`src/hdl/cmcn_pkg.sv`:
```
// Package: shared types and constants for the cell monitor chain node.
`default_nettype none
package cmcn_pkg;

   typedef enum logic [1:0] {
      OP_COMMAND    = 2'd0,
      OP_TICK       = 2'd1,
      OP_UNEXPECTED = 2'd2
   } op_type;

   typedef enum logic [2:0] {
      KIND_PING    = 3'd0,
      KIND_TEMP    = 3'd1,
      KIND_VOLTAGE = 3'd2,
      KIND_CURRENT = 3'd3,
      KIND_OTHER   = 3'd4
   } kind_type;

   typedef enum logic [1:0] {
      ACT_NONE    = 2'd0,
      ACT_LOCAL   = 2'd1,
      ACT_FORWARD = 2'd2
   } action_type;

   typedef enum logic [1:0] {
      REG_TEMP_HIGH   = 2'd0,
      REG_TEMP_LOW    = 2'd1,
      REG_VOLTAGE_LOW = 2'd2,
      REG_IDLE_LIMIT  = 2'd3
   } reg_type;

   localparam int REQ_DATA_W = 56;
   localparam int RSP_DATA_W = 56;

   localparam int LED_GREEN  = 0;
   localparam int LED_YELLOW = 1;
   localparam int LED_RED    = 2;
   localparam int CRIT_VOLT  = 0;
   localparam int CRIT_TEMP  = 1;
   localparam int CRIT_UNEXP = 2;

   localparam logic [9:0]  DAC_MAX      = 10'h3FF;
   localparam logic [9:0]  GREEN_END    = 10'd50;
   localparam logic [9:0]  RED_END      = 10'd500;
   localparam logic [9:0]  MS_PER_S     = 10'd1000;
   localparam logic [2:0]  WATCHDOG_ARM = 3'd5;
   localparam logic [7:0]  REPLY_ACK    = 8'h01;
   localparam logic [7:0]  LEN_SHORT    = 8'd3;
   localparam logic [7:0]  LEN_LONG     = 8'd5;
   localparam logic [2:0]  RLEN_SHORT   = 3'd2;
   localparam logic [2:0]  RLEN_SAMPLE  = 3'd3;
   localparam logic [2:0]  RLEN_LONG    = 3'd4;
   localparam logic [15:0] IDLE_MAX     = 16'hFFFF;

   localparam logic [9:0]  TEMP_HIGH_RESET   = 10'd1023;
   localparam logic [9:0]  TEMP_LOW_RESET    = 10'd0;
   localparam logic [9:0]  VOLTAGE_LOW_RESET = 10'd715;
   localparam logic [15:0] IDLE_LIMIT_RESET  = 16'd10;

endpackage
`default_nettype wire

```
`src/hdl/cell_monitor_chain_node.sv`:
```
// The result register presents a result in the cycle after its input transaction is accepted.
// Throughput: one transaction per cycle while results are taken; the decode and state update are a single
// combinational pass in front of the result register, which also decouples the sides.
// req_tready drops only while the result register is full and not being taken.
// Synchronous reset clears all node state and restores the limit registers' defaults.
`default_nettype none
module cell_monitor_chain_node (
   input  wire logic        clock,
   input  wire logic        reset,
   input  wire logic        req_tvalid,
   output logic             req_tready,
   // [2:0] command_kind, [10:3] cell_index, [18:11] packet_length,
   // [34:19] current_request, [44:35] temperature_sample, [54:45] voltage_sample
   input  wire logic [cmcn_pkg::REQ_DATA_W-1:0] req_tdata,
   // [1:0] operation
   input  wire logic [1:0]  req_tuser,
   output logic             rsp_tvalid,
   input  wire logic        rsp_tready,
   // [2:0] reply_code, [5:3] reply_length, [13:6] sent_byte_one, [21:14] sent_byte_two,
   // [29:22] sent_byte_three, [39:30] dac_code, [40] dac_write, [41] discharging_flag,
   // [44:42] led_state, [47:45] critical_flags, [48] abort_flag
   output logic [cmcn_pkg::RSP_DATA_W-1:0]      rsp_tdata,
   // [1:0] action
   output logic [1:0]       rsp_tuser,
   input  wire logic        csr_psel,
   input  wire logic        csr_penable,
   input  wire logic        csr_pwrite,
   input  wire logic [3:0]  csr_paddr,
   input  wire logic [31:0] csr_pwdata,
   output logic [31:0]      csr_prdata,
   output logic             csr_pready
);

   logic [9:0]  temp_high_ff, temp_low_ff, volt_low_ff;
   logic [15:0] idle_limit_ff;

   logic [9:0]  ms_ff, ms_in, ms_tick;
   logic [15:0] idle_ff, idle_in;
   logic [2:0]  wd_ff, wd_in;
   logic        abort_ff, abort_in;
   logic        dis_ff, dis_in;
   logic [9:0]  cur_ff, cur_in;
   logic [2:0]  crit_ff, crit_in;
   logic [2:0]  led_ff, led_in;

   logic        rsp_valid_ff;
   logic [cmcn_pkg::RSP_DATA_W-1:0] rsp_data_ff, rsp_data_in;
   logic [1:0]  rsp_user_ff, rsp_user_in;

   logic        req_fire, csr_write;
   logic [2:0]  kind;
   logic [7:0]  idx, len;
   logic [15:0] cur_req;
   logic [9:0]  tsam, vsam, sample;
   logic        len_ok;
   logic [2:0]  code, rlen;
   logic [7:0]  b1, b2, b3;
   logic        dw;

   assign req_tready = !rsp_valid_ff || rsp_tready;
   assign req_fire   = req_tvalid && req_tready;
   assign csr_pready = 1'b1;
   assign csr_write  = csr_psel && csr_penable && csr_pwrite && csr_pready;

   assign kind    = req_tdata[2:0];
   assign idx     = req_tdata[10:3];
   assign len     = req_tdata[18:11];
   assign cur_req = req_tdata[34:19];
   assign tsam    = req_tdata[44:35];
   assign vsam    = req_tdata[54:45];
   assign sample  = (kind == cmcn_pkg::KIND_TEMP) ? tsam : vsam;
   assign len_ok  = (kind <= cmcn_pkg::KIND_CURRENT) &&
                    (len == ((kind == cmcn_pkg::KIND_CURRENT) ? cmcn_pkg::LEN_LONG
                                                               : cmcn_pkg::LEN_SHORT));
   assign ms_tick = ms_ff + 10'd1;

   always_comb begin
      case (cmcn_pkg::reg_type'(csr_paddr[3:2]))
         cmcn_pkg::REG_TEMP_HIGH:   csr_prdata = {22'd0, temp_high_ff};
         cmcn_pkg::REG_TEMP_LOW:    csr_prdata = {22'd0, temp_low_ff};
         cmcn_pkg::REG_VOLTAGE_LOW: csr_prdata = {22'd0, volt_low_ff};
         cmcn_pkg::REG_IDLE_LIMIT:  csr_prdata = {16'd0, idle_limit_ff};
         default:                   csr_prdata = 32'd0;
      endcase
   end

   always_comb begin
      ms_in    = ms_ff;
      idle_in  = idle_ff;
      wd_in    = wd_ff;
      abort_in = abort_ff;
      dis_in   = dis_ff;
      cur_in   = cur_ff;
      crit_in  = crit_ff;
      led_in   = led_ff;
      rsp_user_in = cmcn_pkg::ACT_NONE;
      code = 3'd0;
      rlen = 3'd0;
      b1   = 8'd0;
      b2   = 8'd0;
      b3   = 8'd0;
      dw   = 1'b0;
      case (cmcn_pkg::op_type'(req_tuser))
         cmcn_pkg::OP_COMMAND: begin
            idle_in  = 16'd0;
            wd_in    = 3'd0;
            abort_in = 1'b0;
            if (len_ok) begin
               code = kind;
               if (idx == 8'd0) begin
                  rsp_user_in = cmcn_pkg::ACT_LOCAL;
                  if (kind == cmcn_pkg::KIND_TEMP || kind == cmcn_pkg::KIND_VOLTAGE) begin
                     if (kind == cmcn_pkg::KIND_TEMP)
                        crit_in[cmcn_pkg::CRIT_TEMP] = (tsam > temp_high_ff) ||
                                                       (tsam < temp_low_ff);
                     else
                        crit_in[cmcn_pkg::CRIT_VOLT] = (vsam < volt_low_ff);
                     rlen = cmcn_pkg::RLEN_SAMPLE;
                     b1   = {6'd0, sample[9:8]};
                     b2   = sample[7:0];
                  end else begin
                     if (kind == cmcn_pkg::KIND_CURRENT) begin
                        dis_in = (cur_req != 16'd0);
                        cur_in = (|cur_req[15:10]) ? cmcn_pkg::DAC_MAX : cur_req[9:0];
                        dw     = 1'b1;
                     end
                     rlen = cmcn_pkg::RLEN_SHORT;
                     b1   = cmcn_pkg::REPLY_ACK;
                  end
               end else begin
                  rsp_user_in = cmcn_pkg::ACT_FORWARD;
                  b1 = idx - 8'd1;
                  if (kind == cmcn_pkg::KIND_CURRENT) begin
                     rlen = cmcn_pkg::RLEN_LONG;
                     b2   = cur_req[15:8];
                     b3   = cur_req[7:0];
                  end else begin
                     rlen = cmcn_pkg::RLEN_SHORT;
                  end
                  wd_in = cmcn_pkg::WATCHDOG_ARM;
               end
            end
         end
         cmcn_pkg::OP_TICK: begin
            ms_in = ms_tick;
            led_in[cmcn_pkg::LED_GREEN] = (ms_tick != 10'd0) &&
                                          (ms_tick < cmcn_pkg::GREEN_END);
            if ((ms_tick != 10'd0) && (ms_tick < cmcn_pkg::RED_END)) begin
               if (dis_ff)
                  led_in[cmcn_pkg::LED_RED] = 1'b1;
            end else begin
               led_in[cmcn_pkg::LED_RED] = 1'b0;
            end
            if (idle_ff > idle_limit_ff) begin
               cur_in = 10'd0;
               dw     = 1'b1;
               dis_in = 1'b0;
               led_in[cmcn_pkg::LED_YELLOW] = 1'b1;
            end else begin
               led_in[cmcn_pkg::LED_YELLOW] = 1'b0;
            end
            if (ms_tick >= cmcn_pkg::MS_PER_S) begin
               ms_in = 10'd0;
               if (idle_ff != cmcn_pkg::IDLE_MAX)
                  idle_in = idle_ff + 16'd1;
               if (wd_ff != 3'd0) begin
                  wd_in = wd_ff - 3'd1;
                  if (wd_ff == 3'd1)
                     abort_in = 1'b1;
               end
            end
            if (crit_ff != 3'd0)
               led_in[cmcn_pkg::LED_RED] = 1'b1;
         end
         cmcn_pkg::OP_UNEXPECTED: begin
            crit_in[cmcn_pkg::CRIT_UNEXP] = 1'b1;
            led_in[cmcn_pkg::LED_RED]     = 1'b1;
         end
         default: begin
         end
      endcase
      rsp_data_in = {7'd0, abort_in, crit_in, led_in, dis_in, dw, cur_in,
                     b3, b2, b1, rlen, code};
   end

   always_ff @(posedge clock) begin
      if (reset) begin
         temp_high_ff  <= cmcn_pkg::TEMP_HIGH_RESET;
         temp_low_ff   <= cmcn_pkg::TEMP_LOW_RESET;
         volt_low_ff   <= cmcn_pkg::VOLTAGE_LOW_RESET;
         idle_limit_ff <= cmcn_pkg::IDLE_LIMIT_RESET;
      end else if (csr_write) begin
         case (cmcn_pkg::reg_type'(csr_paddr[3:2]))
            cmcn_pkg::REG_TEMP_HIGH:   temp_high_ff  <= csr_pwdata[9:0];
            cmcn_pkg::REG_TEMP_LOW:    temp_low_ff   <= csr_pwdata[9:0];
            cmcn_pkg::REG_VOLTAGE_LOW: volt_low_ff   <= csr_pwdata[9:0];
            cmcn_pkg::REG_IDLE_LIMIT:  idle_limit_ff <= csr_pwdata[15:0];
            default: begin
            end
         endcase
      end
   end

   always_ff @(posedge clock) begin
      if (reset) begin
         ms_ff    <= 10'd0;
         idle_ff  <= 16'd0;
         wd_ff    <= 3'd0;
         abort_ff <= 1'b0;
         dis_ff   <= 1'b0;
         cur_ff   <= 10'd0;
         crit_ff  <= 3'd0;
         led_ff   <= 3'd0;
      end else if (req_fire) begin
         ms_ff    <= ms_in;
         idle_ff  <= idle_in;
         wd_ff    <= wd_in;
         abort_ff <= abort_in;
         dis_ff   <= dis_in;
         cur_ff   <= cur_in;
         crit_ff  <= crit_in;
         led_ff   <= led_in;
      end
   end

   always_ff @(posedge clock) begin
      if (reset)
         rsp_valid_ff <= 1'b0;
      else if (req_fire)
         rsp_valid_ff <= 1'b1;
      else if (rsp_tready)
         rsp_valid_ff <= 1'b0;
   end

   always_ff @(posedge clock) begin
      if (req_fire) begin
         rsp_data_ff <= rsp_data_in;
         rsp_user_ff <= rsp_user_in;
      end
   end

   assign rsp_tvalid = rsp_valid_ff;
   assign rsp_tdata  = rsp_data_ff;
   assign rsp_tuser  = rsp_user_ff;

`ifndef SYNTHESIS
   a_no_accept_when_full: assert property (@(posedge clock) disable iff (reset)
      (rsp_valid_ff && !rsp_tready) |-> !req_tready)
      else $error("input accepted while result register stalled");

   a_quiet_when_none: assert property (@(posedge clock) disable iff (reset)
      (rsp_valid_ff && rsp_user_ff == cmcn_pkg::ACT_NONE) |-> (rsp_data_ff[29:0] == 30'd0))
      else $error("packet bytes present with no action");

   a_abort_from_watchdog: assert property (@(posedge clock) disable iff (reset)
      $rose(abort_ff) |-> ($past(wd_ff) == 3'd1))
      else $error("abort set without watchdog expiry");

   a_watchdog_range: assert property (@(posedge clock) disable iff (reset)
      wd_ff <= cmcn_pkg::WATCHDOG_ARM)
      else $error("watchdog beyond armed value");

   a_ms_range: assert property (@(posedge clock) disable iff (reset)
      ms_ff < cmcn_pkg::MS_PER_S)
      else $error("millisecond counter out of range");
`endif

endmodule
`default_nettype wire

```
`config.mk`:
```
export PLATFORM = sky130hd
export DESIGN_NAME = cell_monitor_chain_node
export DESIGN_NICKNAME = d
export VERILOG_FILES = /design/src/hdl/cmcn_pkg.sv /design/src/hdl/cell_monitor_chain_node.sv
export SDC_FILE = /design/constraint.sdc
export NUM_CORES = 1
export LEC_CHECK = 0
export BUFFER_PORTS_ARGS = -buffer_cell sky130_fd_sc_hd__clkbuf_2
export CAP_MARGIN = 25
export CORE_MARGIN = 10
export CORE_UTILIZATION = 38
export CTS_BUF_LIST = sky130_fd_sc_hd__clkbuf_8 sky130_fd_sc_hd__clkbuf_16
export DETAILED_ROUTE_END_ITERATION = 7
export SLEW_MARGIN = 20
export SYNTH_ARGS = -nofsm -noshare
export SYNTH_HDL_FRONTEND = slang
export SYNTH_SLANG_ARGS = --single-unit
export TNS_END_PERCENT = 30
```
`constraint.sdc`:
```
create_clock -name clock -period 4.5 [get_ports clock]
set_input_delay 0.9 -clock clock [delete_from_list [all_inputs] [get_ports clock]]
set_output_delay 0.9 -clock clock [all_outputs]
set_load 0.01 [all_outputs]
```
* Yosys cells after proc, flatten, opt, wreduce, memory -nomap -nowiden
Cells that the tools add are included.
Widths: inputs -> output; s select.
** Cells by class
- Add/sub/neg operators :: 4
- Magnitude comparators :: 8
- Equal/unequal tests :: 14
- Mux-type cells :: 58
- Bitwise gates (word level) :: 3
- Reductions and logical operators :: 29
** Operators with widths (number)
- $pmux 32 s4 :: 1
- $mux 10 :: 8
- $mux 16 :: 2
- $mux 8 :: 4
- $pmux 16 s2 :: 1
- $mux 1 :: 22
- $mux 3 :: 7
- $lt 10x10->1 :: 2
- $pmux 10 s2 :: 1
- $add 16x1->16 const B :: 1
- $gt 16x16->1 :: 1
- $ne 16x16->1 const B :: 1
- $reduce_bool 16->1 :: 1
- $mux 2 :: 7
- $reduce_and 2->1 :: 6
- $add 10x1->10 const B :: 1
- $ge 10x10->1 const B :: 1
- $gt 10x10->1 :: 1
- $lt 10x6->1 const B :: 1
- $lt 10x9->1 const B :: 1
- $reduce_bool 10->1 :: 1
- $eq 8x3->1 :: 1
- $logic_not 8->1 :: 1
- $pmux 1 s2 :: 4
- 19 further kinds :: 39
** Storage, ports and cells
- Register bits :: 145
- Logic and storage cells :: 133

* Depth between registers and ports, before layout
Gate-level depths: netlist of run 1.
- Word-level depth :: 7
- Depth in mapped cells :: 11
- Gate-level depth less buffers :: 9

* Least setup slack after synthesis of run 1
OpenSTA, ideal clock, no wires.
- Path kind :: input-to-reg
- From :: input rsp_tready
- To :: register ms_ff[6]
- Library setup time :: 65 ps
- Data arrival time :: 3447 ps
- Data required time :: 4435 ps
- Slack :: 988 ps
- Stages on the path :: 7
- Buffers on the path :: 1
- Cells stage by stage :: nand2b_1 nand2_1 clkinv_1 nand2_1 clkbuf_1 a22oi_1 nor2_1
** On the way
- Word-level cells in the longest chain between the ends :: 3
** Ends and longest elaborated chain
- start, declared :: RTL line cell_monitor_chain_node.sv:18 : input wire logic rsp_tready,
- $logic_or 1x1->1 :: RTL line cell_monitor_chain_node.sv:60 : assign req_tready = !rsp_valid_ff || rsp_tready;
- $logic_and 1x1->1 :: RTL line cell_monitor_chain_node.sv:61 : assign req_fire = req_tvalid && req_tready;
- named net req_fire :: RTL line cell_monitor_chain_node.sv:50 : logic req_fire, csr_write;
- $reduce_and 2->1 (no source line)
- end signal, assigned :: RTL line cell_monitor_chain_node.sv:215 : ms_ff <= ms_in;
- end, declared :: RTL line cell_monitor_chain_node.sv:37 : logic [9:0] ms_ff, ms_in, ms_tick;
The timed path passes the listed nets, and every way through them passes these cells.
A chain may end at the register's enable or synchronous reset.

* Worst setup path in the final report of run 1
- From :: register ms_ff[0]
- To :: register idle_ff[9]
** On the way
- Word-level cells in the longest chain between the ends :: 4
** Ends and longest elaborated chain
- $add 10x1->10 :: RTL line cell_monitor_chain_node.sv:75 : assign ms_tick = ms_ff + 10'd1;
- $ge 10x10->1 :: RTL line cell_monitor_chain_node.sv:162 : if (ms_tick >= cmcn_pkg::MS_PER_S) begin
- $ne 2x2->1 (no source line)
- $reduce_and 4->1 (no source line)
- end signal, assigned :: RTL line cell_monitor_chain_node.sv:216 : idle_ff <= idle_in;
- end, declared :: RTL line cell_monitor_chain_node.sv:38 : logic [15:0] idle_ff, idle_in;
Every way passes these cells.

==> results.json, run 1 <==
{
  "crit_end": "idle_ff[9]$_SDFFE_PP0P_",
  "period_minus_slack_ps": 3260,
  "r2r_end": "idle_ff[9]$_SDFFE_PP0P_",
  "synth_edf_count": 51,
  "rsz0062_at_grt": "no",
  "outcome": "complete, no violations",
  "clk_latency_ps": 430,
  "die-area_sq_um": 28200,
  "final_cells": 1344,
  "hold_depth": 2,
  "wl_met1_microns": 11400,
  "post_cts_buffers": 0,
  "slew_violations": 0,
  "path_class": "reg2reg",
  "cts_tree": "yes",
  "syn-instance-count": 923,
  "dr.first_iter.drc_count": 533,
  "worst_pin_slew_ps": 924,
  "p_int_mw": 2.34,
  "synth-xor-area-share": 0.00947,
  "fmaxAchievable_ghz": 0.307,
  "syn_area_sq_um": 8320,
  "synth_top_family_by_area": "simple AND/OR/NAND/NOR gates",
  "synth-simple-area-share": 0.199,
  "crit_fanout": 41,
  "start_util": 0.384,
  "combPwrFrac": 0.093,
  "via_count": 7199,
  "power_frac_seq": 0.441,
  "critical_path_depth": 7,
  "dr.pass1.iters": 5,
  "antenna_found_initial": 0,
  "final.setup.tns_ps": 0,
  "via_per_inst": 5.36,
  "synth_fa_ha_area_frac": 0.0812,
  "dr_wl_met2_microns": 10800,
  "diodes": 0,
  "slew-limit-headroom": 0.379,
  "hold_path_class": "reg2reg",
  "clock-sinks": 145,
  "top_layer": "met4",
  "syn_to_final_growth_pct": 18.2,
  "final_hold_viol_count": 0,
  "routed_wl_microns": 23900,
  "h-tree-depth": 4,
  "postPlaceCellArea_sq_um": 9230,
  "setup_viol": 0,
  "core-area_sq_um": 21700,
  "avgSynthCellArea_sq_um": 9.01,
  "clk_path_buf_depth": 2,
  "final_area_sq_um": 9840,
  "startpoint_type": "flop",
  "clkPwrFrac": 0.466,
  "max_stage_delay_ps": 770,
  "dp.cells": 1312,
  "die_w_microns": 168,
  "place_ws_ps": 1090,
  "ctsResizeCount": 0,
  "post-route-period-util": 0.724,
  "grt_pass1_wl_microns": 37900,
  "synth_mux_area_frac": 0.0469,
  "synth_flop_cell": "dfxtp_1",
  "cts-hold-fix-buffers": 0,
  "ir_drop_mv": 0.206,
  "gp_congestion": 0.821,
  "dieHeight_microns": 168,
  "synth_cell_types": 73,
  "grt_remaining_overflow": 0,
  "wl_met3_microns": 1490,
  "async_flop_share": 0,
  "grt_pass1_vias": 6991,
  "ant_nets": 0,
  "path_cells": "ha_1 -> and3_1 -> nand3_1 -> xor2_1 -> or4_4 -> or4_1 -> a21oi_1",
  "critPathLaunch": "ms_ff[0]$_SDFFE_PP0P_",
  "endpoint_kind": "flop",
  "wl_per_cell_microns": 17.8,
  "p_sw_frac": 0.264,
  "hold_ws_ps": 453,
  "reg2reg_depth": 7,
  "fp-row-count": 54,
  "p_per_area_nw_per_um2": 324,
  "yosys_warnings": 0,
  "reg2reg_slack_ps": 1240,
  "drv_cap": 0,
  "clk_pin_slew_ps": 70,
  "required_ps": 4850,
  "fin_skew_ps": 8.74,
  "p_leak_nw": 4.04,
  "crit_arrival_ps": 3610,
  "grt_usage": 0.164,
  "synth-compound-area-share": 0.176,
  "ys_seq_elements": 145,
  "crit_buf_inv": 0,
  "drive_gt1_frac": 0.207,
  "switchingPower_mw": 0.840,
  "dpl.hpwl_microns": 18100,
  "root_buffer": "clkbuf_16",
  "postLayoutSetupSlackWorst_ps": 1240,
  "yosysSeqAreaShare": 0.410,
  "portBuffers": 150,
  "grt_max_degree": 61,
  "cts_made_buffers": 17,
  "drc": 0,
  "io_pins": 194,
  "cp_top_family": "simple AND/OR/NAND/NOR gates",
  "slowest_stage": "or4_4",
  "rr_startpoint": "ms_ff[0]$_SDFFE_PP0P_",
  "final_nets": 1206
}
## state kept, by name, summed over array words and instances (netlist names), 2 cells and up
signal,flops
crit_ff,3
cur_ff,10
idle_ff,16
idle_limit_ff,16
led_ff,3
ms_ff,10
rsp_tdata,49
rsp_tuser,2
temp_high_ff,10
temp_low_ff,10
volt_low_ff,10
wd_ff,3
## cells in the mapped netlist (all sizes together) (11+ instances only)
library cell / n / area, sq um
a21o: 14 / 105
a21oi: 69 / 345
and2: 16 / 100
and3: 11 / 68.8
buf: 33 / 231
clkbuf: 42 / 158
dfxtp: 94 / 1880
edfxtp: 51 / 1530
ha: 54 / 676
inv: 64 / 240
mux2i: 12 / 120
nand2: 106 / 398
nand2b: 11 / 68.8
nand3: 34 / 170
nand4: 23 / 150
nor2: 58 / 218
nor3: 14 / 75.1
o211ai: 20 / 150
o21ai: 23 / 115
o2bb2ai: 11 / 96.3
o31ai: 17 / 128
or4: 19 / 146
## cells in the final DEF, fill, tap and decap left out, types with 18 or more instances in the layout
cell,instances
conb_1,25
ha_1,54
or4_1,18
dfxtp_1,94
clkbuf_2,150
nand3_1,34
nor2_1,58
o21ai_0,22
o211ai_1,20
edfxtp_1,51
nand2_1,106
nand4_1,22
a21oi_1,69
inv_1,64
## layout make-up
class	instances	area (sq um)
Clock buffer	17	425
Clock inverter	15	185
Fill cell	2136	11900
Inverter	66	248
Multi-Input combinational cell	660	4370
Sequential cell	145	3410
Tap cell	280	350
Timing Repair Buffer	161	841
## per-layer routing
layer | GRT usage | up-vias
met2 | 0.256 | 212
met3 | 0.0393 | 16
met1 | 0.224 | 3382
met4 | 0.0405 | 0
met5 | 0 | -
li1 | - | 3589
## through the flow
step	utilization	power, mW
floorplan	-	1.61
global placement	0.425	1.73
detailed placement	0.425	1.73
CTS	0.454	3.21
global route	0.454	3.30
finish	0.454	3.18
## worst register-to-register path, cell delays in order (launching register included)
cell     delay, ps
dfxtp_1        570
ha_1           460
and3_1         270
nand3_1        140
xor2_1         240
or4_4          770
or4_1          580
a21oi_1        150
## worst min path at each step
| stage | from | to | slack [ps] |
|---|---|---|---|
| floorplan | led_ff[1]$_SDFFE_PP0P_ | led_ff[1]$_SDFFE_PP0P_ | 430 |
| global placement | led_ff[1]$_SDFFE_PP0P_ | led_ff[1]$_SDFFE_PP0P_ | 440 |
| finish | led_ff[1]$_SDFFE_PP0P_ | led_ff[1]$_SDFFE_PP0P_ | 450 |
| CTS | led_ff[1]$_SDFFE_PP0P_ | led_ff[1]$_SDFFE_PP0P_ | 450 |
| global route | idle_limit_ff[12]$_SDFFE_PP0P_ | idle_limit_ff[12]$_SDFFE_PP0P_ | 480 |
| detailed placement | led_ff[1]$_SDFFE_PP0P_ | led_ff[1]$_SDFFE_PP0P_ | 440 |
## power groups by stage
stage | sequential, mW | clock [mW] | combinational, mW
final | 1.40 | 1.48 | 0.297
after floorplan | 1.44 | 0 | 0.168
after global placement | 1.43 | 0 | 0.293
after global routing | 1.41 | 1.56 | 0.330
after CTS | 1.40 | 1.51 | 0.299
after detailed placement | 1.43 | 0 | 0.297
## logic make-up after synthesis
logic type / count (synthesis)
and+or+nand+nor: 328
DFF: 145
buffers and inverters: 141
other: 2
muxes: 26
AOI/OAI and AO/OA: 218
xor gates and xnor gates: 9
adders and majority gates: 54
Power figures use the tool's default switching activity.
==> inputs of run 2 (changes only) <==
- clock period: 4.5 -> 3.2 ns (I/O delays scaled with it)
==> run 2 against run 1 <==
Net effect: non-clock buffer count rose by 22; worst setup slack got worse by 740 ps; first-iteration DRC count fell by 25%; power rose by 36%; global-route usage rose by 0.36 points; worst hold slack got worse by 29 ps; critical path depth did not move; register-to-register slack got worse by 740 ps; largest power group is now sequential cells; via count rose by 1.2%.
==> results.json, run 2 (synthesized netlist as in run 1, its figures left out) <==
{
  "postPlaceCellArea_sq_um": 9380,
  "use_met1": 0.221,
  "p_per_area_nw_per_um2": 435,
  "critPathLaunch": "idle_limit_ff[15]$_SDFFE_PP0P_",
  "top_usage_layer": "met2",
  "rsz0062_at_grt": "no",
  "endpoint_kind": "flop",
  "final_nets": 1228,
  "max_stage_delay_ps": 570,
  "required_ps": 3510,
  "grt_pass1_vias": 7098,
  "rr_startpoint": "idle_limit_ff[15]$_SDFFE_PP0P_",
  "use_met2": 0.268,
  "ctsResizeCount": 0,
  "io_pins": 194,
  "diodes": 0,
  "dieHeight_microns": 168,
  "dr.pass1.iters": 5,
  "grt_max_degree": 61,
  "path_class": "reg2reg",
  "drive_gt1_frac": 0.223,
  "root_buffer": "clkbuf_16",
  "setup_viol": 0,
  "place_ws_ps": 293,
  "final_hold_viol_count": 0,
  "dpl.hpwl_microns": 18600,
  "startpoint_type": "flop",
  "hold_ws_ps": 424,
  "start_util": 0.384,
  "ant_nets": 0,
  "fin_skew_ps": 11.7,
  "worst_pin_slew_ps": 807,
  "cts-hold-fix-buffers": 0,
  "clk_pin_slew_ps": 70,
  "crit_fanout": 11,
  "r2r_end": "cur_ff[2]$_SDFFE_PP0P_",
  "p_leak_nw": 4.11,
  "use_met3": 0.0463,
  "reg2reg_depth": 7,
  "drc": 0,
  "h-tree-depth": 4,
  "slew-limit-headroom": 0.457,
  "clk_path_buf_depth": 2,
  "path_cells": "inv_1 -> ha_1 -> nand4_1 -> nor3_1 -> a31oi_1 -> a21o_1 -> o311a_1",
  "gp_congestion": 0.850,
  "syn_to_final_growth_pct": 19.5,
  "period_minus_slack_ps": 2700,
  "core-area_sq_um": 21700,
  "largest_reg_flops": 49,
  "reg2reg_slack_ps": 500,
  "grt_pass1_wl_microns": 38700,
  "fmaxAchievable_ghz": 0.370,
  "wl_per_cell_microns": 17.9,
  "outcome": "complete, no violations",
  "dp.cells": 1334,
  "grt_usage": 0.168,
  "holdPathEnd": "idle_limit_ff[12]$_SDFFE_PP0P_",
  "die_w_microns": 168,
  "ir_drop_mv": 0.295,
  "min-delay-start": "csr_pwdata[12]",
  "via_count": 7286,
  "dr.first_iter.drc_count": 398,
  "final_area_sq_um": 9950,
  "final.setup.tns_ps": 0,
  "slew_violations": 0,
  "crit_arrival_ps": 3010,
  "via_per_inst": 5.33,
  "cts_tree": "yes",
  "portBuffers": 150,
  "clock-sinks": 145,
  "post_cts_buffers": 0,
  "hold_depth": 3,
  "slowest_stage": "nor3_1",
  "grt_remaining_overflow": 0,
  "final_common_cell": "clkbuf_2",
  "final_cells": 1366,
  "hold_path_class": "in2reg",
  "fp-row-count": 54,
  "clk_latency_ps": 430,
  "post-route-period-util": 0.844,
  "cp_top_family": "compound AO/OA/AOI/OAI gates",
  "mostFrequentLayoutCells": "clkbuf_2 (150), nand2_1 (106), dfxtp_1 (94)",
  "routed_wl_microns": 24400,
  "die-area_sq_um": 28200,
  "cts_made_buffers": 17,
  "postLayoutSetupSlackWorst_ps": 500,
  "crit_buf_inv": 1,
  "drv_cap": 0,
  "antenna_found_initial": 0
}
[run 2: cell types whose count changed in the layout (fill, tap and decap cells not counted)]
cell,previous run,this run
buf_4,10,33
buf_8,1,0
bufinv_16,2,0
clkinv_2,0,1
clkinvlp_4,1,4
inv_2,1,0
inv_8,5,4
[run 2: where the power goes]
group / switching [mW] / total (mW) / internal (mW)
clock: 0.894 / 1.92 / 1.03
sequential: 0.0201 / 1.97 / 1.95
combinational: 0.274 / 0.434 / 0.160
[run 2: layout make-up]
class	instances	area (sq um)
clock buffer	17	425
fill	2168	11700
timing repair buffer	183	998
clock inverter	15	136
inverter	66	249
tap	280	350
sequential	145	3410
multi-input combinational	660	4370
[run 2: worst max-delay path by stage]
stage | endpoint | depth (start not counted) | slack [ps]
4_1_cts | rsp_tdata[48]$_DFFE_PP_ | 7 | 510
3_5_place_dp | rsp_tdata[18]$_SDFFCE_PN0P_ | 7 | 290
6_report | cur_ff[2]$_SDFFE_PP0P_ | 7 | 500
5_1_grt | wd_ff[0]$_SDFFE_PP0P_ | 8 | 250
3_3_place_gp | rsp_tdata[18]$_SDFFCE_PN0P_ | 7 | 370
2_1_floorplan | rsp_tdata[29]$_SDFFCE_PP0P_ | 8 | 620
[run 2: worst min-delay path: cells and delay by family]
| kind | cells | cell delay, ps |
|---|---|---|
| AND/OR/NAND/NOR | 1 | 50 |
| AO/OA/AOI/OAI | 1 | 50 |
| buffers and inverters | 1 | 80 |
[run 2: metrics by stage]
stage	util	power, mW
final	0.459	4.33
after global placement	0.433	2.44
after detailed placement	0.433	2.45
after global routing	0.459	4.51
after floorplan	-	2.26
after CTS	0.459	4.38
[run 2: routing by layer]
metal	wire (microns)	vias up
met5	0	-
met2	11400	217
li1	-	3630
met3	1620	16
met4	176	0
met1	11200	3423
